### src/sv/mfde_pkg.sv
`timescale 1ns / 1ps

package mfde_pkg;

  // Default panel geometry
  localparam int PANEL_W_DEF = 296;
  localparam int PANEL_H_DEF = 128;

  // Bit mask of the leftmost pixel in a byte
  localparam logic [7:0] PIX_MASK_MSB = 8'h80;

  typedef enum logic [2:0] {
    REQ_PLOT       = 3'd0,
    REQ_FILL       = 3'd1,
    REQ_BLIT_START = 3'd2,
    REQ_BLIT_BYTE  = 3'd3,
    REQ_READ       = 3'd4
  } req_t;

  typedef enum logic [1:0] {
    STAT_OK      = 2'd0,
    STAT_RANGE   = 2'd1,
    STAT_NO_BLIT = 2'd2
  } status_t;

  typedef enum logic [1:0] {
    ROT_0 = 2'd0,
    ROT_1 = 2'd1,
    ROT_2 = 2'd2,
    ROT_3 = 2'd3
  } rot_t;

  typedef enum logic [2:0] {
    ST_CLEAR,
    ST_IDLE,
    ST_PIX,
    ST_PIX_WR,
    ST_BLIT_STEP,
    ST_BLIT_END,
    ST_READ_WAIT,
    ST_DONE
  } state_t;

  typedef struct packed {
    logic       in_range;
    logic [7:0] mask;
  } pix_hit_t;

endpackage

### src/sv/mfde_pix_map.sv
`timescale 1ns / 1ps

module mfde_pix_map import mfde_pkg::*; #(
  parameter int PANEL_W = PANEL_W_DEF,
  parameter int PANEL_H = PANEL_H_DEF,
  parameter int AW      = 13
) (
  input  logic [9:0]    px,
  input  logic [9:0]    py,
  input  rot_t          rotation,
  output logic [AW-1:0] addr,
  output pix_hit_t      hit
);

  localparam logic [9:0] W_LIM    = 10'(PANEL_W);
  localparam logic [9:0] H_LIM    = 10'(PANEL_H);
  localparam logic [9:0] W_M1     = 10'(PANEL_W - 1);
  localparam logic [9:0] H_M1     = 10'(PANEL_H - 1);
  localparam logic [6:0] STRIDE_H = 7'((PANEL_H + 7) / 8);
  localparam logic [6:0] STRIDE_W = 7'((PANEL_W + 7) / 8);

  logic [9:0]  col;
  logic [9:0]  row;
  logic [6:0]  stride;
  logic [15:0] row_off;
  logic [15:0] byte_addr;

  always_comb begin
    unique case (rotation)
      ROT_0: begin
        col    = H_M1 - py;
        row    = px;
        stride = STRIDE_H;
      end
      ROT_1: begin
        col    = px;
        row    = py;
        stride = STRIDE_W;
      end
      ROT_2: begin
        col    = py;
        row    = W_M1 - px;
        stride = STRIDE_H;
      end
      ROT_3: begin
        col    = W_M1 - px;
        row    = H_M1 - py;
        stride = STRIDE_W;
      end
      default: begin
        col    = px;
        row    = py;
        stride = STRIDE_W;
      end
    endcase
  end

  assign row_off      = 16'(row[8:0]) * 16'(stride);
  assign byte_addr    = 16'(col[8:3]) + row_off;
  assign addr         = byte_addr[AW-1:0];
  assign hit.in_range = (px < W_LIM) && (py < H_LIM);
  assign hit.mask     = PIX_MASK_MSB >> col[2:0];

endmodule

### config.mk
export PLATFORM = sky130hd
export DESIGN_NAME = mfde_pix_map
export DESIGN_NICKNAME = d
export VERILOG_FILES = /design/src/sv/mfde_pkg.sv /design/src/sv/mfde_pix_map.sv
export SDC_FILE = /design/constraint.sdc
export NUM_CORES = 1
export LEC_CHECK = 0
export BUFFER_PORTS_ARGS = -buffer_cell sky130_fd_sc_hd__buf_4
export CAP_MARGIN = 20
export CORE_ASPECT_RATIO = 0.7
export CORE_MARGIN = 4
export CORE_UTILIZATION = 57
export DETAILED_ROUTE_END_ITERATION = 7
export PLACE_DENSITY = 0.85
export REMOVE_ABC_BUFFERS = 1
export SLEW_MARGIN = 40
export SYNTH_ARGS = -nofsm -noshare
export SYNTH_HDL_FRONTEND = slang
export SYNTH_SLANG_ARGS = --single-unit
### constraint.sdc
create_clock -name vclk -period 5.03
set_input_delay 0 -clock vclk [all_inputs]
set_output_delay 0 -clock vclk [all_outputs]
set_load 0.02 [all_outputs]
# Word-level counts from Yosys, hierarchy flattened
# Cells that the tools add are included.
[word_totals]
output_inout_bits = 22
register_bits = 0
elab_cells = 17
input_bits = 22
[classes]
n_mux = 3
magnitude_cmp = 2
shift = 1
n_addsub = 3
mul = 1
reduce_logical = 4
n_eq_ne = 3
[op_table]
columns = ["cell", "count"]
rows = [
  ["$pmux 9 s4", 2],
  ["$pmux 7 s2", 1],
  ["$add 6x13->13", 1],
  ["$mul 9x7->13", 1],
  ["$lt 10x8->1 const B", 1],
  ["$lt 10x9->1 const B", 1],
  ["$sub 7x9->9 const A", 1],
  ["$sub 9x9->9 const A", 1],
  ["$shr 8x3->8 const A", 1],
  ["$eq 2x2->1 const B", 2],
  ["$reduce_or 2->1", 2],
  ["$eq 2x1->1 const B", 1],
  ["$logic_not 2->1", 1],
  ["$logic_and 1x1->1", 1],
]

# Longest topological paths before layout
# Gate-level depths: netlist (run 1).
[logic_depth]
word_depth = 5
mapped_depth = 18
mapped_depth_nobuf = 18

# Least setup slack after synthesis (run 1)
# OpenSTA, ideal clock, no wires.
[synth_path]
path_type = "in2out"
startpoint = "input rotation[1]"
endpoint = "output addr[12]"
required_ps = 5030
n_path_buf = 2
arrival_ps = 4157
setup_slack_ps = 873
stages = 17
cell_sequence = "clkbuf_1 buf_2 xor2_1 and2_1 ha_1 fa_1 inv_1 fa_1 fa_1 inv_1 ha_1 a21oi_1 nor2b_1 a311o_2 a31oi_4 o21ai_2 xnor2_1"
[synth_between]
elab_chain_len = 5
elab_cells_between_ends = 11
cone_classes = "1 x add/sub; 1 x mul; 3 x eq/ne; 3 x mux; 3 x reduce/logical"
[synth_lines]
columns = ["item", "line", "text"]
rows = [
  ["start: declaration", "mfde_pix_map.sv:10", "input rot_t rotation,"],
  ["$eq 2x2->1 (tied with other cells)", "mfde_pix_map.sv:29", "unique case (rotation)"],
  ["$reduce_or 2->1 (no line)", "--", ""],
  ["$pmux 7 s2", "mfde_pix_map.sv:29", ""],
  ["$mul 9x7->13", "mfde_pix_map.sv:58", "assign row_off = 16'(row[8:0]) * 16'(stride);"],
  ["$add 6x13->13 (*)", "mfde_pix_map.sv:59", "assign byte_addr = 16'(col[8:3]) + row_off;"],
  ["end: declaration", "mfde_pix_map.sv:11", "output logic [AW-1:0] addr,"],
]
# Mark *: on every way between the ends. The rest lies on a longest branch, timed or not. The select of a mux whose other input is x is not followed.

# Final worst setup path (run 1)
# Same ends and word-level chain as after synthesis.

==> flow_summary_export.csv, run 1 <==
group,metric,value,unit
synth,synth_area,1710,µm²
min_path,min_from,"px[8]",
floorplanning,io_pins,44,
sta,worstMarginPinSlew,0.524,ns
synth,synth_warnings,0,
sta,slew-limit-headroom,64.7,%
synth,postSynthAreaPerCell,8.02,µm²
global_route,grt_pass1_wl,6.09,mm
sta,setup_viol,0,
placement,place_hpwl,3.24,mm
worst_setup_path,worst_setup_path_start_kind,"input port",
global_route,grt_util_met1,29.6,%
cells_and_area,seq_area,0,µm²
cells_and_area,clkbuf_count,0,
outcome,status,"completed",
sta,period_share,80.3,%
worst_setup_path,crit_type,"input port to output port",
detailed_routing,vias_per_cell,5.25,
worst_setup_path,cpPeakStageDelay,0.54,ns
global_route,antenna_found_initial,0,
clock_tree,postCtsHoldBufs,0,
synth,synth_area_leaders,"ha_1, fa_1, xnor2_1",
sta,fin_setup_tns,0,ns
global_route,grt.busiest_layer,"met2",
synth,synth_top_area_share,24.9,%
placement,gp_congestion,0.789,
cells_and_area,num_antenna_cells,0,
detailed_routing,drc,0,
worst_setup_path,cp_max_fo,29,
global_route,track_usage,19.1,%
clock_tree,postCtsSetupBuffers,0,
global_route,grt_overflow,0,
global_route,grt_start_max_net_pins,38,
sta,whs,0.300,ns
run,max_cap_violations,0,
power_and_ir_drop,ir_worst_vdd,0.264,mV
clock_tree,post_cts_resized,0,
sta,rsz0062_at_grt,"no",
cells_and_area,nNetsFinal,324,
global_route,met2_usage,31.3,%
worst_setup_path,worstPathCellList,"buf_4 -> xor2_1 -> and2_1 -> ha_1 -> fa_1 -> inv_1 -> fa_1 -> fa_1 -> inv_1 -> ha_1 -> a21oi_1 -> nor2b_1 -> a311o_2 -> a31oi_4 -> o21ai_2 -> xnor2_1 -> buf_4",
synth,synth_cell_type_count,33,
synth,synth_cells,213,
cells_and_area,numSequentialCells,0,
placement,port-buffer-count,44,
worst_setup_path,critPathSlowestCell,"fa_1",
synth,synth_seq_area_share,0,%
worst_setup_path,cpMostUsedCell,"fa_1",
worst_setup_path,startpoint,"rotation[1]",
floorplanning,die_w,73.5,µm
power_and_ir_drop,leakage,0.00110,µW
sta,period_needed,4.04,ns
worst_setup_path,cp.required,5.03,ns
worst_setup_path,end_kind,"output port",
detailed_routing,num_vias,1513,
floorplanning,initial_utilization,60.5,%
detailed_routing,wirelength,3.62,mm
sta,hold_violations,0,
floorplanning,core-area,2820,µm²
power_and_ir_drop,p_per_area,360,nW/µm²
worst_setup_path,critical_path_arrival,4.04,ns
synth,synth_commonest_cells,"ha_1, inv_1, xnor2_1",
min_path,worstHoldPathType,"input port to output port",
cells_and_area,drive_gt1_share,20.2,%
sta,slew_violations,0,
global_route,met3_usage,0.560,%
floorplanning,dieArea,3950,µm²
min_path,min_to,"hit[8]",
sta,fmax,248,MHz
detailed_routing,drt-wirelength-per-cell,12.6,µm
detailed_routing,drt_iter0_drc,73,
floorplanning,die_h,53.8,µm
cells_and_area,fill_cells,233,
global_route,grt_pass1_vias,1382,
detailed_routing,firstDrtPassIters,4,
floorplanning,rows,16,
detailed_routing,drt.antenna.violating_nets,0,
min_path,whs_path_depth,3,
cells_and_area,area_growth,20.7,%
synth,synthMostInstantiatedCell,"ha_1",
synth,post-synth-top-area-cell,"ha_1",
power breakdown:
part	total, µW	switching [µW]	internal, µW
combinational	743	407	336
clock	0	0	0
sequential	0	0	0
worst max-delay path, delay by kind of cell:
family / cells / cell delay, ns
adders and majority gates: 5 / 2.07
AOI/OAI and AO/OA: 4 / 0.88
xor gates and xnor gates: 2 / 0.34
and+or+nand+nor: 2 / 0.26
buffers and inverters: 4 / 0.46
metal layers:
| layer | part of all wire (%) | routed length [µm] |
|---|---|---|
| met1 | 50 | 1820 |
| met2 | 45 | 1630 |
| met3 | 4.7 | 170 |
| met4 | 0 | 0 |
| met5 | 0 | 0 |
cell families after synthesis:
| kind of cell | share of synthesized area (%) |
|---|---|
| and+or+nand+nor | 14.9 |
| adders and majority gates | 41.3 |
| AOI/OAI and AO/OA | 13.0 |
| buffers and inverters | 7.61 |
| xor gates and xnor gates | 14.9 |
| muxes | 7.91 |
| other | 0.439 |
layout make-up:
type / instances / area [µm²] / share of cell area, %
repair buffers: 44 / 330 / 16.0
well taps: 36 / 45.0 / 2.18
multi-input cells: 183 / 1590 / 77.3
inverters: 25 / 93.8 / 4.55
stage by stage:
step | instance area (µm²) | worst slack [ns] | cells | total power [µW] | utilization (%)
floorplan | 1690 | 1.32 | 208 | 509 | -
global placement | 2060 | 1.05 | 288 | 735 | 73.1
detailed placement | 2060 | 0.995 | 288 | 744 | 73.1
CTS | 2060 | 0.989 | 288 | 751 | 73.1
global route | 2060 | 0.785 | 288 | 824 | 73.1
finish | 2060 | 0.991 | 288 | 743 | 73.1
worst max path at each step:
stage               endpoint  slack (ns)  cells past startpoint
CTS                 addr[12]        0.99                     17
global route        addr[12]        0.79                     17
finish              addr[12]        0.99                     17
global placement    addr[12]        1.05                     17
detailed placement  addr[11]         1.0                     15
floorplan           addr[12]        1.32                     15
layout by cell type (no fill, tap or decap):
master / instances
a21boi_0: 1
a21o_1: 2
a21oi_1: 11
a311o_2: 1
a31oi_4: 1
a41o_1: 1
and2_1: 4
and3_1: 1
buf_4: 44
conb_1: 6
fa_1: 14
ha_1: 34
inv_1: 25
mux2_2: 4
mux2i_1: 9
nand2_1: 13
nand2b_1: 5
nand3_1: 4
nor2_1: 16
nor2b_1: 5
nor3_1: 1
nor4_1: 1
o21a_1: 2
o21ai_0: 10
o21ai_1: 1
o21ai_2: 1
o21bai_1: 2
o31ai_1: 1
or3_1: 1
or4_1: 2
xnor2_1: 19
xor2_1: 10
No activity file was read; power rests on OpenSTA's default activity.
==> run 2: changes to the inputs <==
- clock period: 5.03 -> 4.1 ns (I/O delays scaled with it)
==> run 2 against run 1 <==
Compared with the run above:
- final cell count is 1.7% higher
- cell area rose by 3.1%
- flip-flop and latch count unchanged
- core utilization is 2.3 points higher
- count of clock-buffer cells in the layout stayed put
- critical path depth increased by 3
- worst setup slack got worse by 0.83 ns
- die area unchanged
- worst hold slack got worse by 0.014 ns
- non-clock buffer count up 5
- critical endpoint unchanged
- highest routed layer is now met4
==> flow_summary_export.csv, run 2 (synthesis gave the netlist of run 1 again) <==
group,metric,value,unit
outcome,status,"completed",
power_and_ir_drop,combPwrFrac,100.0,%
cells_and_area,fill_cells,229,
global_route,grt_util_met1,28.6,%
detailed_routing,drt_iter0_drc,60,
cells_and_area,numSequentialCells,0,
sta,period_share,96.0,%
detailed_routing,drt.antenna.violating_nets,0,
detailed_routing,drc,0,
detailed_routing,vias_per_cell,5.24,
sta,fmax,254,MHz
min_path,min_from,"px[8]",
worst_setup_path,critical_path_arrival,3.93,ns
min_path,min_to,"hit[8]",
power_and_ir_drop,clkPwrFrac,0,%
floorplanning,die_h,53.8,µm
worst_setup_path,cp_max_fo,3,
power_and_ir_drop,leakage,0.00113,µW
placement,port-buffer-count,44,
global_route,met3_usage,0.560,%
detailed_routing,num_vias,1534,
worst_setup_path,crit_type,"input port to output port",
floorplanning,dieArea,3950,µm²
floorplanning,rows,16,
worst_setup_path,cp.required,4.10,ns
cells_and_area,num_antenna_cells,0,
sta,hold_violations,0,
detailed_routing,wirelength,3.78,mm
power_and_ir_drop,power_switching,515,µW
floorplanning,io_pins,44,
floorplanning,die_w,73.5,µm
cells_and_area,final_cell_mix,"buf_4, ha_1, inv_1",
detailed_routing,drt-wirelength-per-cell,12.9,µm
placement,dpl_cell_area,2090,µm²
placement,place_hpwl,3.36,mm
cells_and_area,clkbuf_count,0,
min_path,worstHoldPathType,"input port to output port",
power_and_ir_drop,ir_worst_vdd,0.347,mV
global_route,grt_pass1_vias,1391,
floorplanning,core-area,2820,µm²
global_route,grt_start_max_net_pins,22,
sta,fin_setup_tns,0,ns
floorplanning,initial_utilization,60.5,%
placement,gp_congestion,0.818,
power_and_ir_drop,p_per_area,450,nW/µm²
cells_and_area,area_growth,24.5,%
cells_and_area,layout.cells.most_common,"buf_4",
power_and_ir_drop,cell_internal_pwr,441,µW
global_route,met2_usage,33.1,%
cells_and_area,seq_area,0,µm²
global_route,grt.busiest_layer,"met2",
power_and_ir_drop,p_sw_share,53.9,%
power_and_ir_drop,power_frac_seq,0,%
min_path,whs_path_depth,3,
detailed_routing,firstDrtPassIters,4,
sta,period_needed,3.93,ns
cells_and_area,drive_gt1_share,23.3,%
run,max_cap_violations,0,
global_route,grt_overflow,0,
worst_setup_path,worst_setup_path_start_kind,"input port",
sta,rsz0062_at_grt,"no",
sta,slew_violations,0,
global_route,grt_pass1_wl,6.11,mm
global_route,antenna_found_initial,0,
sta,setup_viol,0,
cells_and_area,nNetsFinal,329,
worst_setup_path,end_kind,"output port",
cells_and_area,final_area,2130,µm²
global_route,track_usage,19.5,%
run 2: how the worst max path moves through the flow:
stage / from / end / cells after the start
2_1_floorplan: rotation[1] / addr[12] / 15
3_3_place_gp: rotation[1] / addr[12] / 17
3_5_place_dp: px[3] / addr[12] / 20
4_1_cts: px[3] / addr[12] / 20
5_1_grt: rotation[1] / addr[12] / 17
6_report: px[3] / addr[12] / 20
run 2: layer usage:
metal / vias up / wire length, µm
met5: - / 0
met4: 0 / 31
met3: 4 / 162
met2: 37 / 1680
met1: 698 / 1900
li1: 795 / -
run 2: timing repair:
action                                  CTS  global route
hold buffers                              0             0
gates resized for setup                   0             5
endpoints found under the setup margin    0             2
setup buffers                             0             2
run 2: worst max-delay path, stage by stage:
cell	delay [ns]
buf_4	0.12
inv_1	0.09
ha_2	0.19
nor2b_1	0.04
o21ai_1	0.14
xor2_1	0.30
a21oi_2	0.12
ha_1	0.29
ha_1	0.28
inv_1	0.05
fa_1	0.53
inv_1	0.04
ha_1	0.32
nor2b_1	0.15
o21a_1	0.19
a311o_2	0.43
a31oi_4	0.19
o21ai_2	0.11
xnor2_2	0.18
buf_4	0.17
run 2: layout make-up:
class,instances,area (µm²),share of cell area [%]
tap,36,45.0,2.12
inverter,25,93.8,4.41
timing repair buffer,49,368,17.3
multi-input combinational,183,1620,76.2
run 2: metrics by stage:
step / hold WS (ns) / util, % / instances / setup slack [ns] / power [µW]
after floorplan: 0.129 / - / 208 / 0.389 / 624
after global placement: 0.285 / 73.9 / 291 / 0.212 / 903
after detailed placement: 0.286 / 73.9 / 291 / 0.0609 / 922
after CTS: 0.289 / 73.9 / 291 / 0.0326 / 930
after global routing: 0.314 / 75.4 / 293 / 0.000289 / 1060
final: 0.286 / 75.4 / 293 / 0.165 / 957
run 2: power groups by stage:
stage	registers, µW	clock network (µW)	logic, µW
after floorplan	0	0	624
after global placement	0	0	903
after detailed placement	0	0	922
after CTS	0	0	930
after global routing	0	0	1060
final	0	0	957
